--- config.mk ---
export PLATFORM = sky130hd
export DESIGN_NAME = btbp_front
export DESIGN_NICKNAME = d
export VERILOG_FILES = /design/src/sv/btbp_pkg.sv /design/src/sv/btbp_front.sv
export SDC_FILE = /design/constraint.sdc
export NUM_CORES = 1
export LEC_CHECK = 0
export ABC_AREA = 0
export BUFFER_PORTS_ARGS = -buffer_cell sky130_fd_sc_hd__buf_2
export CORE_MARGIN = 2
export CORE_UTILIZATION = 55
export CTS_CLUSTER_SIZE = 40
export DETAILED_ROUTE_END_ITERATION = 8
export PLACE_DENSITY = 0.91
export SYNTH_ARGS = -nofsm -noshare
export SYNTH_HDL_FRONTEND = slang
export SYNTH_SLANG_ARGS = --single-unit
--- constraint.sdc ---
create_clock -name clk -period 12.8 [get_ports clk]
set_input_delay 1.28 -clock clk [delete_from_list [all_inputs] [get_ports clk]]
set_output_delay 1.28 -clock clk [all_outputs]
set_load 0.02 [all_outputs]
--- src/sv/btbp_pkg.sv ---
// Shared types, constants and helpers for the two-level branch predictor.
// Used by btbp_front, btbp_back and the top level; depends on nothing else.
`default_nettype none
package btbp_pkg;

  localparam int unsigned MAX_ENTRIES = 32;
  localparam int unsigned MAX_HISTORY = 8;
  localparam int unsigned MAX_TAG     = 30;
  localparam int unsigned IDX_W       = $clog2(MAX_ENTRIES);
  localparam int unsigned ADDR_W      = IDX_W + MAX_HISTORY;
  localparam int unsigned DATA_W      = 104;

  localparam logic [2:0] REG_INDEX_BITS   = 3'd0;
  localparam logic [2:0] REG_HISTORY_BITS = 3'd1;
  localparam logic [2:0] REG_TAG_BITS     = 3'd2;
  localparam logic [2:0] REG_INIT_COUNTER = 3'd3;
  localparam logic [2:0] REG_GLOBAL_HIST  = 3'd4;
  localparam logic [2:0] REG_GLOBAL_CNT   = 3'd5;
  localparam logic [2:0] REG_SHARE_MODE   = 3'd6;

  localparam logic [1:0] SHARE_PC2  = 2'd1;
  localparam logic [1:0] SHARE_PC16 = 2'd2;

  localparam logic OP_UPDATE = 1'b1;

  // Effective configuration, already clamped to the supported ranges.
  typedef struct packed {
    logic [2:0] index_bits;
    logic [3:0] history_bits;
    logic [4:0] tag_bits;
    logic [1:0] init_counter;
    logic       global_history;
    logic       global_counters;
    logic [1:0] share_mode;
  } cfg_t;

  // One decoded word as it travels from the front to the back.
  typedef struct packed {
    logic                   op;
    logic [IDX_W-1:0]       idx;
    logic [MAX_TAG-1:0]     tag;
    logic [31:0]            fall;
    logic [MAX_HISTORY-1:0] share;
    logic [31:0]            rtarget;
    logic                   taken;
    logic                   pred;
  } item_t;

  typedef struct packed {
    logic fill_busy;
    logic pop;
  } back_stat_t;

  function automatic logic [2:0] clamp_index(input logic [2:0] v);
    return (v > 3'(IDX_W)) ? 3'(IDX_W) : v;
  endfunction

  function automatic logic [3:0] clamp_history(input logic [3:0] v);
    return (v > 4'(MAX_HISTORY)) ? 4'(MAX_HISTORY) : v;
  endfunction

  function automatic logic [4:0] clamp_tag(input logic [4:0] v);
    return (v > 5'(MAX_TAG)) ? 5'(MAX_TAG) : v;
  endfunction

endpackage
`default_nettype wire

--- src/sv/btbp_front.sv ---
// Front part: decodes incoming words into index, tag and share value and
// holds them in a two-entry queue for the back part. Depends on btbp_pkg.
`default_nettype none
module btbp_front (
  input  wire logic                        clk,
  input  wire logic                        rst,
  input  wire logic                        s_tvalid,
  output logic                             s_tready,
  // op[0], pc[32:1], resolved_target[64:33], was_taken[65],
  // predicted_destination[97:66], zero fill above
  input  wire logic [btbp_pkg::DATA_W-1:0] s_tdata,
  input  wire btbp_pkg::cfg_t              cfg,
  input  wire btbp_pkg::back_stat_t        stat,
  output logic                             q_valid,
  output btbp_pkg::item_t                  q_item
);
  import btbp_pkg::*;

  logic [31:0]            pc;
  logic [31:0]            pdst;
  logic [IDX_W-1:0]       idx_mask;
  logic [MAX_TAG-1:0]     tag_mask;
  item_t                  dec;
  item_t                  q_mem [2];
  logic                   wr_ptr;
  logic                   rd_ptr;
  logic [1:0]             count;
  logic                   push;
  logic                   pop;

  assign pc   = s_tdata[32:1];
  assign pdst = s_tdata[97:66];

  always_comb begin
    idx_mask     = IDX_W'((6'd1 << cfg.index_bits) - 6'd1);
    tag_mask     = MAX_TAG'((31'd1 << cfg.tag_bits) - 31'd1);
    dec.op       = s_tdata[0];
    dec.idx      = pc[IDX_W+1:2] & idx_mask;
    dec.tag      = MAX_TAG'(pc >> (6'd2 + 6'(cfg.index_bits))) & tag_mask;
    dec.fall     = pc + 32'd4;
    dec.rtarget  = s_tdata[64:33];
    dec.taken    = s_tdata[65];
    dec.pred     = (pdst != dec.fall);
    case (cfg.share_mode)
      SHARE_PC2:  dec.share = pc[MAX_HISTORY+1:2];
      SHARE_PC16: dec.share = pc[MAX_HISTORY+15:16];
      default:    dec.share = '0;
    endcase
  end

  assign s_tready = (count != 2'd2) && !stat.fill_busy;
  assign push     = s_tvalid && s_tready;
  assign pop      = stat.pop && q_valid;
  assign q_valid  = (count != 2'd0);
  assign q_item   = q_mem[rd_ptr];

  always_ff @(posedge clk) begin
    if (rst) begin
      wr_ptr <= 1'b0;
      rd_ptr <= 1'b0;
      count  <= 2'd0;
    end else begin
      if (push) begin
        q_mem[wr_ptr] <= dec;
        wr_ptr        <= ~wr_ptr;
      end
      if (pop) rd_ptr <= ~rd_ptr;
      count <= count + 2'(push) - 2'(pop);
    end
  end

endmodule
`default_nettype wire

==> results of run 1 <==
[per-stage QoR]
stage / util [%] / power (mW)
final: 66.3 / 2.09
after floorplan: - / 1.25
after global placement: 62.2 / 1.38
after CTS: 66.2 / 2.11
after detailed placement: 62.2 / 1.39
after global routing: 66.3 / 2.17
[final timing paths]
kind	slack [ns]	depth (start not counted)	from	end
setup / recovery	8.85	3	register	q_item[97]
hold / removal	0.53	2	rd_ptr	register
setup reg to reg	10.77	5	count[0]	q_mem[1][55]
hold reg to reg	0.53	2	rd_ptr	register
[tightest hold or removal path: stages, from the launching register on]
cell and delay [ns]:
sky130_fd_sc_hd__dfxtp_1 0.33, sky130_fd_sc_hd__xnor2_1 0.09, sky130_fd_sc_hd__nor2_1 0.08
[flip-flops by register name, summed over array words and instances (netlist names), named ones only]
signal	count
count	2
q_mem	220
rd_ptr	1
wr_ptr	1
[power by group]
group / switching [mW] / internal [mW] / leakage, nW
sequential: 0.0201 / 0.852 / 2.05
clock: 0.269 / 0.447 / 0.401
combinational: 0.301 / 0.206 / 2.50
total: 0.590 / 1.50 / 4.95
[cell usage in the layout (no fill, tap or decap), types with 6 or more instances in the layout]
| cell type | count |
|---|---|
| sky130_fd_sc_hd__nor2b_1 | 6 |
| sky130_fd_sc_hd__or4_1 | 7 |
| sky130_fd_sc_hd__and2_1 | 7 |
| sky130_fd_sc_hd__nand2_1 | 40 |
| sky130_fd_sc_hd__o21ai_0 | 27 |
| sky130_fd_sc_hd__mux2_2 | 121 |
| sky130_fd_sc_hd__nor4_1 | 7 |
| sky130_fd_sc_hd__edfxtp_1 | 220 |
| sky130_fd_sc_hd__nand4_1 | 14 |
| sky130_fd_sc_hd__mux2i_1 | 20 |
| sky130_fd_sc_hd__xor2_1 | 29 |
| sky130_fd_sc_hd__nor3_1 | 20 |
| sky130_fd_sc_hd__a211oi_1 | 6 |
| sky130_fd_sc_hd__nor2_1 | 75 |
| sky130_fd_sc_hd__nand2b_1 | 8 |
| sky130_fd_sc_hd__a21oi_1 | 35 |
| sky130_fd_sc_hd__mux4_2 | 6 |
| sky130_fd_sc_hd__xnor2_1 | 31 |
| sky130_fd_sc_hd__nand3_1 | 19 |
| sky130_fd_sc_hd__a22oi_1 | 8 |
| sky130_fd_sc_hd__a31oi_1 | 8 |
| sky130_fd_sc_hd__ha_1 | 7 |
| sky130_fd_sc_hd__buf_2 | 224 |
| sky130_fd_sc_hd__clkbuf_16 | 23 |
| sky130_fd_sc_hd__inv_1 | 13 |
[layout make-up]
cell class                      instances  area, um2  area share (%)
Timing Repair Buffer                  229       1160            8.61
Antenna cell                            5       12.5          0.0930
Sequential cell                       225       6710            49.9
Inverter                               14       52.6           0.391
Clock buffer                           28        624            4.64
Tap cell                              270        338            2.51
Clock inverter                         13        194            1.44
Multi-Input combinational cell        568       4360            32.4
[routing by layer]
layer | vias up | share of wire (%) | track usage [%]
li1 | 3686 | - | -
met1 | 3926 | 42 | 33.5
met2 | 387 | 47 | 40.0
met3 | 51 | 7.7 | 4.10
met4 | 2 | 2.5 | 7.19
met5 | - | 0.047 | 0
[kinds of logic after synthesis]
logic type                 Yosys count
and+or+nand+nor                    234
DFF                                225
muxes                              147
AOI/OAI and AO/OA                  117
buffers and inverters               81
xor gates and xnor gates            63
adders and majority gates            7
==> results, run 1 <==
- Sorting the synthesized cells by how often they occur yields sky130_fd_sc_hd__edfxtp_1, sky130_fd_sc_hd__mux2_2, sky130_fd_sc_hd__nor2_1.
- The estimated wirelength of the detail-placed design is about 19000 um.
- Entering global routing, the biggest net connects between 80 and 90 pins.
- The share of synthesized cell area in and, or, nand and nor gates is a little over a tenth.
- The number of remaining DRC errors is 0.
- The total clock buffers created by CTS is 23.
- Clock latency on the worst-skew pair, taken at its later pin, is between 0.5 and 0.6 ns.
- The cell area power density is 156 mW/mm2.
- After the first detailed-routing iteration, the DRC count stood at between 700 and 800.
- Clock-pin slew was measured on the worst setup and hold paths at around 0.06 ns.
- After synthesis the cells add up to approximately 0.011 mm2.
- The x dimension of the die is 148 um.
- The post-CTS setup repair buffer count is 0.
- The number of max-slew violations in the final report is 0.
- Counting both buffers and inverters, the worst setup path holds a total of 2.
- VDD sags by at most 102 uV.
- At the end of routability-driven placement, the weighted congestion stood at about 0.94.
- The signal on the critical path passes through buf_4 > mux2_2 > buf_2.
- In this run the standard cell core region covers around 0.020 mm2.
- The global-route congestion overflow total is 0.
- Of the total synthesized cell area, the portion taken by XOR and XNOR cells is under 10%.
- The highest net fanout along the worst path is 82.
- Setup violations remaining at the end of the flow were counted as 0.
- The area share of the largest cell type after synthesis is 58.0%.
- The CTS tree is done.
- The initial core utilization is between 50% and 60%.
- The cell family with the largest share of critical-path delay is buffers and inverters.
- Hold repair after CTS inserted 0 buffers.
- The startpoint class of the critical path is a register.
- Summing all non-filler instances in the final layout gives an area of between 0.01 and 0.015 mm2.
- Counting tap cells, the placed design contains a total of 1306 instances.
- The die area is roughly 0.022 mm2.
- The buffer type at the clock tree root is sky130_fd_sc_hd__clkbuf_16.
- The number of clock sinks is 225.
- Static timing analysis puts the maximum clock frequency at 253 MHz.
- The fraction of the yosys area taken by sequential cells is between 50% and 60%.
- The flow ran to the end, and the final reports show no timing, DRC or antenna violations.
- The number of global-route vias before repair is 7522.
- The fraction of layout instances using a drive strength above 1 is between 30% and 40%.
- The area growth from synthesis to layout is 18.1%.
- The count of nets left with antenna violations once routing finished came out at 0.
- After detailed routing, the average wire length per cell comes to about 21 um.
- Global routing used 24.3% of the available tracks across all layers.
- The total wirelength of the detailed-routed design is about 28000 um.
- Using the TritonRoute via totals, the vias-per-cell ratio works out to slightly below 6.
- The H-tree depth reported by CTS is 1.
- The share of cell area taken by muxes after synthesis is 14.9%.
- The delay of the slowest cell on the worst path is 0.90 ns.
- The average instance area after synthesis is roughly 13 um2.
- The finished layout holds 1352 standard cells, fillers aside.
- The worst setup margin is between 8 and 9 ns.
- The max-cap violation count is 0.
- The area share of fa/ha/maj cells after synthesis is less than 1%.
- The number of core rows is between 50 and 60.
- In this run the cell area measured after placement is 0.0126 mm2.
- In the synthesized netlist the async set-or-reset flop fraction comes to 0%.
- The library cell with the largest summed area after synthesis is sky130_fd_sc_hd__edfxtp_1.
- Hold is met by around 0.53 ns.
- The number of iterations in the first detailed-routing pass is 7.
- Yosys instantiated no cell more often than sky130_fd_sc_hd__edfxtp_1.
- The count of fill cells added during filler insertion is between 1000 and 1500.
- After clock tree synthesis, the repair step resized 0 gates.
- The die is around 150 um tall.
- Of the available clock period, the critical path in the final layout requires a little under a third.
- The count of input and output buffers is 224.
- The critical path is of the register to output port type.
- The slowest stage of the critical path is the sky130_fd_sc_hd__buf_4 cell.
- For the final routed database, the setup TNS stands at 0 ns.
- For this design the top-level I/O count stands at about 240.
- In this run the tightest slew margin relative to its limit is 26.7%.
- Setup repair after global routing left no endpoint under its margin.
- The number of synthesis warnings is 0.
- By area the synthesized netlist is led by sky130_fd_sc_hd__edfxtp_1, sky130_fd_sc_hd__mux2_2, sky130_fd_sc_hd__nor2_1, sky130_fd_sc_hd__xnor2_1, sky130_fd_sc_hd__xor2_1.
- The final net count is approximately 1200.
- For this run, the leading register cell type out of synthesis is sky130_fd_sc_hd__edfxtp_1.
- The leakage power is between 4 and 5 nW.
- The first-pass GRT wire length is ~41000 um.
- Counting distinct cell types in the post-synthesis netlist gives 64.
- The required time at the endpoint of the critical path is 11.52 ns.
- Synthesis produced roughly 870 cells.
- The smallest clock period supported by the final layout is computed as 3.95 ns.
- The routed layout has just over 8000 vias.
- The path type of the worst min-delay path is register to register.
- The combinational family with the most area after synthesis is multiplexers.
- The transition time of the tightest slew-check pin is around 1.1 ns.
- The complex-gate fraction of the synthesized area is about 6.7%.
- At the worst endpoint, the arrival time is 2.67 ns.
- The number of hold violations in the final report came to 0.
- At the placement stage, the worst setup path has a slack of 8.47 ns.
- The deepest clock path buffer count is 3.
- The worst setup path is captured at an output port.
- Clock skew on the completed layout was measured at 0.0218 ns.
- The number of antenna violations at the first check in global routing is 6.
- After synthesis the netlist holds a flip-flop and latch count of about 230.
- The post-synth net total is ~1000.
- The number of enable flip-flop cells after synthesis is 220.
Power figures use the tool's default switching activity.
==> inputs of run 2 (changes only) <==
==> constraint.sdc (replaced) <==
create_clock -name clk -period 3.82 [get_ports clk]
set_input_delay 0.382 -clock clk [delete_from_list [all_inputs] [get_ports clk]]
set_output_delay 0.382 -clock clk [all_outputs]
set_load 0.02 [all_outputs]
==> run 2 against run 1 <==
  * Total power grew to 3.3 times the previous value
  * Combinational power grew to 3.3 times the previous value
  * Wire length is 0.22% lower
  * Die area stayed put
  * Highest routed layer unchanged
  * Register-to-register slack worse by 9.1 ns
  * Sequential share of layout area hardly changed
  * Worst hold slack worse by 0.47 ns
  * Non-clock buffer count is 2 higher
==> results, run 2 (same netlist as run 1, synthesis figures left out) <==
- The run finished with clean final reports.
- The CTS tree is done.
- The first global-routing pass estimated about 42000 um of wire.
- Setup repair after global routing left no endpoint under its margin.
- The worst path in the final design needs a cycle of slightly below 3 ns, including I/O delays and setup.
- The kind of end point of the critical path is a register.
- Across the run, the number of max-cap violations was 0.
- The deepest clock path buffer count is 3.
- The number of max-slew violations in the final report is 0.
- The number of iterations in the first detailed-routing pass is 8.
- The global-route total usage across every layer is between 20% and 30%.
- Dividing the detail-routed via count by the number of cells gives about 6.
- The register bank with the most flops is q_mem.
- The final critical path takes up between 70% and 80% of the cycle.
- The quantity of hold-fixing buffers added after cts is 0.
- The path type of the worst min-delay path is primary input to register.
- The total power draw is 6.86 mW.
- Together, buffers and inverters on the worst path number 1.
- The number of clock sinks is 225.
- The number of core rows is 52.
- The number of top-level pins is about 240.
- The detailed router finished its first iteration with 820 violations.
- Clock latency on the worst-skew pair, taken at its later pin, is 0.51 ns.
- The count of placed standard cells including taps is ~1300.
- Headroom to the max-slew limit came out at between 30% and 40%.
- After clock tree synthesis, the setup repair step added 0 buffers.
- The delay of the slowest cell on the worst path is ~0.58 ns.
- The global-route congestion overflow total is 0.
- In this run the standard cell core region covers roughly 0.020 mm2.
- The clock-pin slew reported for the worst setup and hold paths after clock tree synthesis is 0.06 ns.
- TritonCTS created 24 clock buffers.
- The cell sitting at the root of the clock tree is a sky130_fd_sc_hd__clkbuf_16.
- Setup violations remaining at the end of the flow were counted as 0.
- In this run the vertical extent of the chip is ~150 um.
- The library cells used most frequently in the layout, excluding fill and tap cells, are sky130_fd_sc_hd__buf_2, sky130_fd_sc_hd__edfxtp_1, sky130_fd_sc_hd__mux2_2.
- The number of remaining DRC errors is 0.
- At the pin with the least slew margin, the transition time is 1.04 ns.
- The critical path in this run is classified as primary input to register.
- Walking the worst path, the cells encountered are buf_2 > ha_1 > and3_2 > nand2_4 > or4_1 > xnor2_1 > a221oi_1 > o2111ai_1 > or4_1.
- For this design the ratio of total power to cell area is about 510 mW/mm2.
- Summing over every cut layer, the via total after detailed routing is roughly 8000.
- Entering global routing, the biggest net connects 77 pins.
- The estimated wirelength of the detail-placed design is around 19000 um.
- The fraction of layout instances using a drive strength above 1 is a little under two fifths.
- Wires add up to 27800 um.
- The layout overhead on the synthesized area is 18.1%.
- For the worst setup path, the data arrival time is roughly 3.1 ns.
- Among cell families on the critical path, the largest total delay comes from simple AND/OR/NAND/NOR gates.
- The quantity of gates resized following cts is 0.
- CTS built an H-tree with a depth of 1.
- The worst setup path is launched from a primary input.
- The number of antenna-violating nets in the routed design is 0.
- The flip-flop count of the largest register, all copies and words added is between 200 and 250.
- For this run, the top clock speed supported by timing is ~350 MHz.
- For the worst setup path, the data required time is 4.05 ns.
- The commonest non-fill, non-tap cell in the layout is sky130_fd_sc_hd__buf_2.
- The number of standard cells in the layout, taps in and fillers out is between 1000 and 1500.
- The number of antenna violations at the first check in global routing was 3.
- Once the floorplan was initialized, standard cells occupied a little under three fifths of the core.
- The clock arrives with ~0.0070 ns of skew.
- The core occupancy in the finished layout is around two thirds.
- In this run the horizontal extent of the chip is roughly 150 um.
- During placement, the flow inserted port buffers numbering 224.
- The final net count is about 1200.
- The average detailed-routed wire length per instance is slightly above 20 um.
- In the final layout, the registers with the most flip-flops are q_mem x220, count x2.
- The number of hold violations in the final report came to 0.
- The die area is about 0.022 mm2.
- The cell repeated most along the worst path is sky130_fd_sc_hd__or4_1.
- In this run the static leakage power is just under 5 nW.
- Among all stages on the critical path, the largest delay is contributed by sky130_fd_sc_hd__or4_1.
- The number of global-route vias before repair is between 7000 and 8000.
- The highest net fanout along the worst path is 10.
- The worst-case IR drop observed on VDD is about 380 uV.
- The routability congestion estimate is about 0.94.
## run 2: cell types whose count changed in the layout (fill, tap and decap cells not counted), moves of 2 or more
cell | previous run | this run
sky130_fd_sc_hd__bufinv_16 | 5 | 2
sky130_fd_sc_hd__clkbuf_1 | 2 | 6
sky130_fd_sc_hd__clkbuf_16 | 23 | 25
sky130_fd_sc_hd__clkbuf_8 | 3 | 0
sky130_fd_sc_hd__clkinvlp_4 | 1 | 3
sky130_fd_sc_hd__diode_2 | 5 | 3
## run 2: final timing paths
| path | from | to | slack, ns | depth (start not counted) |
|---|---|---|---|---|
| worst max-delay path | s_tdata[3] | q_mem[0][0] | 0.94 | 9 |
| worst min-delay path | s_tdata[61] | q_mem[0][30] | 0.06 | 1 |
| worst max register to register | count[0] | q_mem[1][55] | 1.68 | 5 |
| worst min register to register | rd_ptr | register | 0.52 | 2 |
## run 2: per-layer routing
layer  global-route usage (%)  wire length, um
met1                     34.1            11600
met2                     41.0            13400
met3                     3.92             2230
met4                     7.14              616
met5                        0               13
## run 2: per-stage QoR
stage	instance area (um2)	hold slack, ns	setup TNS [ns]	worst slack, ns
after CTS	13400	0.0426	0	0.991
after global placement	12700	0.493	0	0.527
after global routing	13500	0.0435	0	0.818
after detailed placement	12700	0.508	0	0.457
final	13500	0.0628	0	0.936
after floorplan	11400	0.446	-19.28	-0.175
## run 2: area by class of cell
type                    count  area (um2)
well taps                 270         338
fillers                  1487        6850
inverters                  14        52.6
repair buffers            231        1190
clock buffers              31         648
clock inverters            12         114
diodes                      3        7.51
flip-flops and latches    225        6710
multi-input cells         568        4400
## run 2: worst register-to-register path, stage by stage (launching register included)
cell                      delay [ns]
sky130_fd_sc_hd__dfxtp_2        0.35
sky130_fd_sc_hd__inv_2          0.05
sky130_fd_sc_hd__a21oi_4        0.15
sky130_fd_sc_hd__nand2_4        0.10
sky130_fd_sc_hd__nor3b_4        0.23
sky130_fd_sc_hd__buf_4          0.81
## run 2: where the power goes
group	total (mW)	switching, mW	internal, mW
logic	1.70	0.998	0.703
registers	2.95	0.0956	2.85
clock network	2.21	0.883	1.33
total	6.86	1.98	4.89
==> inputs of run 3 (changes only) <==
==> constraint.sdc (replaced) <==
create_clock -name clk -period 2.75 [get_ports clk]
set_input_delay 0.275 -clock clk [delete_from_list [all_inputs] [get_ports clk]]
set_output_delay 0.275 -clock clk [all_outputs]
set_load 0.02 [all_outputs]
==> run 3 against run 2 <==
  * Final area increased by 6.5%
  * Critical path type unchanged
  * Largest cell class unchanged
  * Total power increased by 40%
  * Non-clock buffer count increased by 102
==> results, run 3 (same netlist as run 1, synthesis figures left out) <==
- The flow ran to the end, and the final reports show no timing, DRC or antenna violations.
- Across the routed clock network, the largest skew measured is 0.0153 ns.
- Entering global routing, the biggest net connects roughly 80 pins.
- The largest registers in the layout are q_mem x220, count x2.
- between 200 and 250 I/O pins were placed.
- For the pin with the worst max-slew slack, the measured transition is just under 0.8 ns.
- Setup repair after global routing left no endpoint under its margin.
- The total area inside the core boundary comes to approximately 0.020 mm2.
- The number of global-route vias before repair is between 8000 and 9000.
- The fmax is approximately 370 MHz.
- The highest net fanout along the worst path is 3.
- The global-route congestion overflow total is 0.
- The via count is 8346.
- The ratio of final minimum period to clock period is 97.7%.
- The worst setup path category is primary input to register.
- The quantity of gates resized following cts is 0.
- The H-tree depth reported by CTS is 1.
- The count of fill cells added during filler insertion is around 1400.
- The kind of end point of the critical path is a register.
- The number of hold violations in the final report is 0.
- The estimated wirelength of the detail-placed design is 20600 um.
- At the worst endpoint, the arrival time is between 2 and 3 ns.
- Leaving out fill and tap cells, the most frequent cells in the layout are sky130_fd_sc_hd__buf_2, sky130_fd_sc_hd__edfxtp_1, sky130_fd_sc_hd__mux2_2.
- The worst-path cell with the longest stage delay is sky130_fd_sc_hd__dlygate4sd3_1.
- The number of core rows is 52.
- The clock drives between 200 and 250 sinks.
- The library cell used most frequently in the layout, excluding fill and tap cells, is sky130_fd_sc_hd__buf_2.
- In the routed design, unresolved DRC markers number 0.
- The count of input and output buffers is between 200 and 250.
- The critical path goes through dlygate4sd3_1 > buf_2 > xor2_1 > nor4_1 > o221a_2 > o2111ai_1 > nor4b_1 > nand4_1 > or4_1.
- The initial core utilization is between 50% and 60%.
- The startpoint class of the critical path is a primary input.
- The time the worst path needs with I/O delays and setup is approximately 2.7 ns.
- The global-route total usage across every layer is 26.3%.
- The path type of the worst min-delay path is primary input to register.
- Of the cells placed in the final design, the portion with a size suffix greater than 1 is 40.4%.
- The routability congestion estimate is between 0.9 and 1.
- The flip-flop count of the largest register, all copies and words added is 220.
- Counting the buffers created by CTS gives 23.
- The die covers approximately 0.022 mm2.
- The register bank with the most flops is q_mem.
- The detailed router finished its first iteration with approximately 620 violations.
- The number of setup violations in the final report is 0.
- The die is about 150 um wide.
- The clock network latency to the later pin of the worst-skew pair is around 0.53 ns.
- The CTS tree is done.
- The tree is rooted in a sky130_fd_sc_hd__clkbuf_16.
- The first-pass GRT wire length is about 45000 um.
- After detailed placement, the design holds a cell count of roughly 1400.
- The number of max-slew violations in the final report was 0.
- Dividing the detail-routed via count by the number of cells gives between 5 and 6.
- The die boundary height is between 100 and 150 um.
- The post-CTS setup repair buffer count is 0.
- The number of iterations in the first detailed-routing pass is 5.
- In this design, the stage delay of the slowest critical-path cell is 0.53 ns.
- The number of antenna-violating nets in the routed design is 0.
- The deepest clock path buffer count is 3.
- The aggregate negative setup slack is 0 ns.
- The clock-pin slew reported for the worst setup and hold paths after clock tree synthesis is ~0.060 ns.
- The max-cap violation count is 0.
- Data on the critical path is required at its endpoint by about 3.0 ns.
- In this run the static leakage power is ~5.4 nW.
- The layout overhead on the synthesized area is 25.8%.
- On the critical path the largest part of the delay comes from simple AND/OR/NAND/NOR gates.
- The number of buffers and inverters on the critical path is 2.
- After the last flow step, the layout net total stands at ~1300.
- Across the VDD grid, the largest voltage drop is around 530 uV.
- The number of antenna violations at the first check in global routing is 6.
- For this design the ratio of total power to cell area is 669 mW/mm2.
- The count of cells in the finished layout, fillers not included, comes to roughly 1500.
- The routed design has 29400 um of wire.
- The max-slew headroom at the worst pin is about half.
- The average detailed-routed wire length per instance is between 20 and 25 um.
- Across all hold checks on the routed design, the worst slack comes to ~0.05 ns.
## run 3: layout make-up
cell class                 instances  area [um2]  share of cell area, %
antenna                            5        12.5                 0.0873
clock buffer                      28         594                   4.15
clock inverter                    14         136                  0.951
inverter                          14        52.6                  0.367
multi-input combinational        568        4400                   30.7
sequential                       225        6710                   46.8
tap                              270         338                   2.36
timing repair buffer             333        2090                   14.6
## run 3: worst paths after layout
check,start,to,slack (ns),cells after the start
worst min-delay path,rst,count[0],0.05,2
worst min register to register,rd_ptr,rd_ptr,0.51,2
worst max register to register,count[0],q_mem[1][12],0.88,5
worst max-delay path,s_tdata[2],q_mem[1][0],0.06,9
## run 3: routing by layer
metal | vias up | wire length [um] | part of all wire, % | track usage (%)
met3 | 76 | 2220 | 7.6 | 4.29
li1 | 3889 | - | - | -
met2 | 393 | 13900 | 47 | 44.3
met4 | 2 | 1080 | 3.7 | 9.62
met5 | - | 8 | 0.027 | 0
met1 | 3986 | 12100 | 41 | 34.7
## run 3: power by group
| group | internal [mW] | leakage [nW] | switching (mW) |
|---|---|---|---|
| Combinational | 1.08 | 3.01 | 1.45 |
| Clock | 1.74 | 0.359 | 1.27 |
| Sequential | 3.97 | 2.05 | 0.0951 |
| Total | 6.78 | 5.42 | 2.81 |
## run 3: what timing repair did
action / CTS / global route
endpoints found under the hold margin: 72 / 0
hold buffers: 36 / 0
setup endpoints to repair: 0 / 0
## run 3: worst reg2reg max path, cell delays in order (launching register included)
cell,delay (ns)
sky130_fd_sc_hd__dfxtp_2,0.34
sky130_fd_sc_hd__inv_2,0.05
sky130_fd_sc_hd__a21oi_4,0.14
sky130_fd_sc_hd__nand2_4,0.10
sky130_fd_sc_hd__nor3b_4,0.52
sky130_fd_sc_hd__buf_4,0.38
## run 3: metrics by stage
step           worst slack [ns]  total power [mW]  util (%)  instance area, um2
2_1_floorplan             -1.24              5.79         -               11400
3_5_place_dp             -0.135              6.60      65.2               13200
5_1_grt                  0.0749              9.92      70.6               14300
3_3_place_gp            -0.0961              6.55      65.2               13200
6_report                 0.0638              9.59      70.6               14300
4_1_cts                   0.200              9.65      70.5               14300
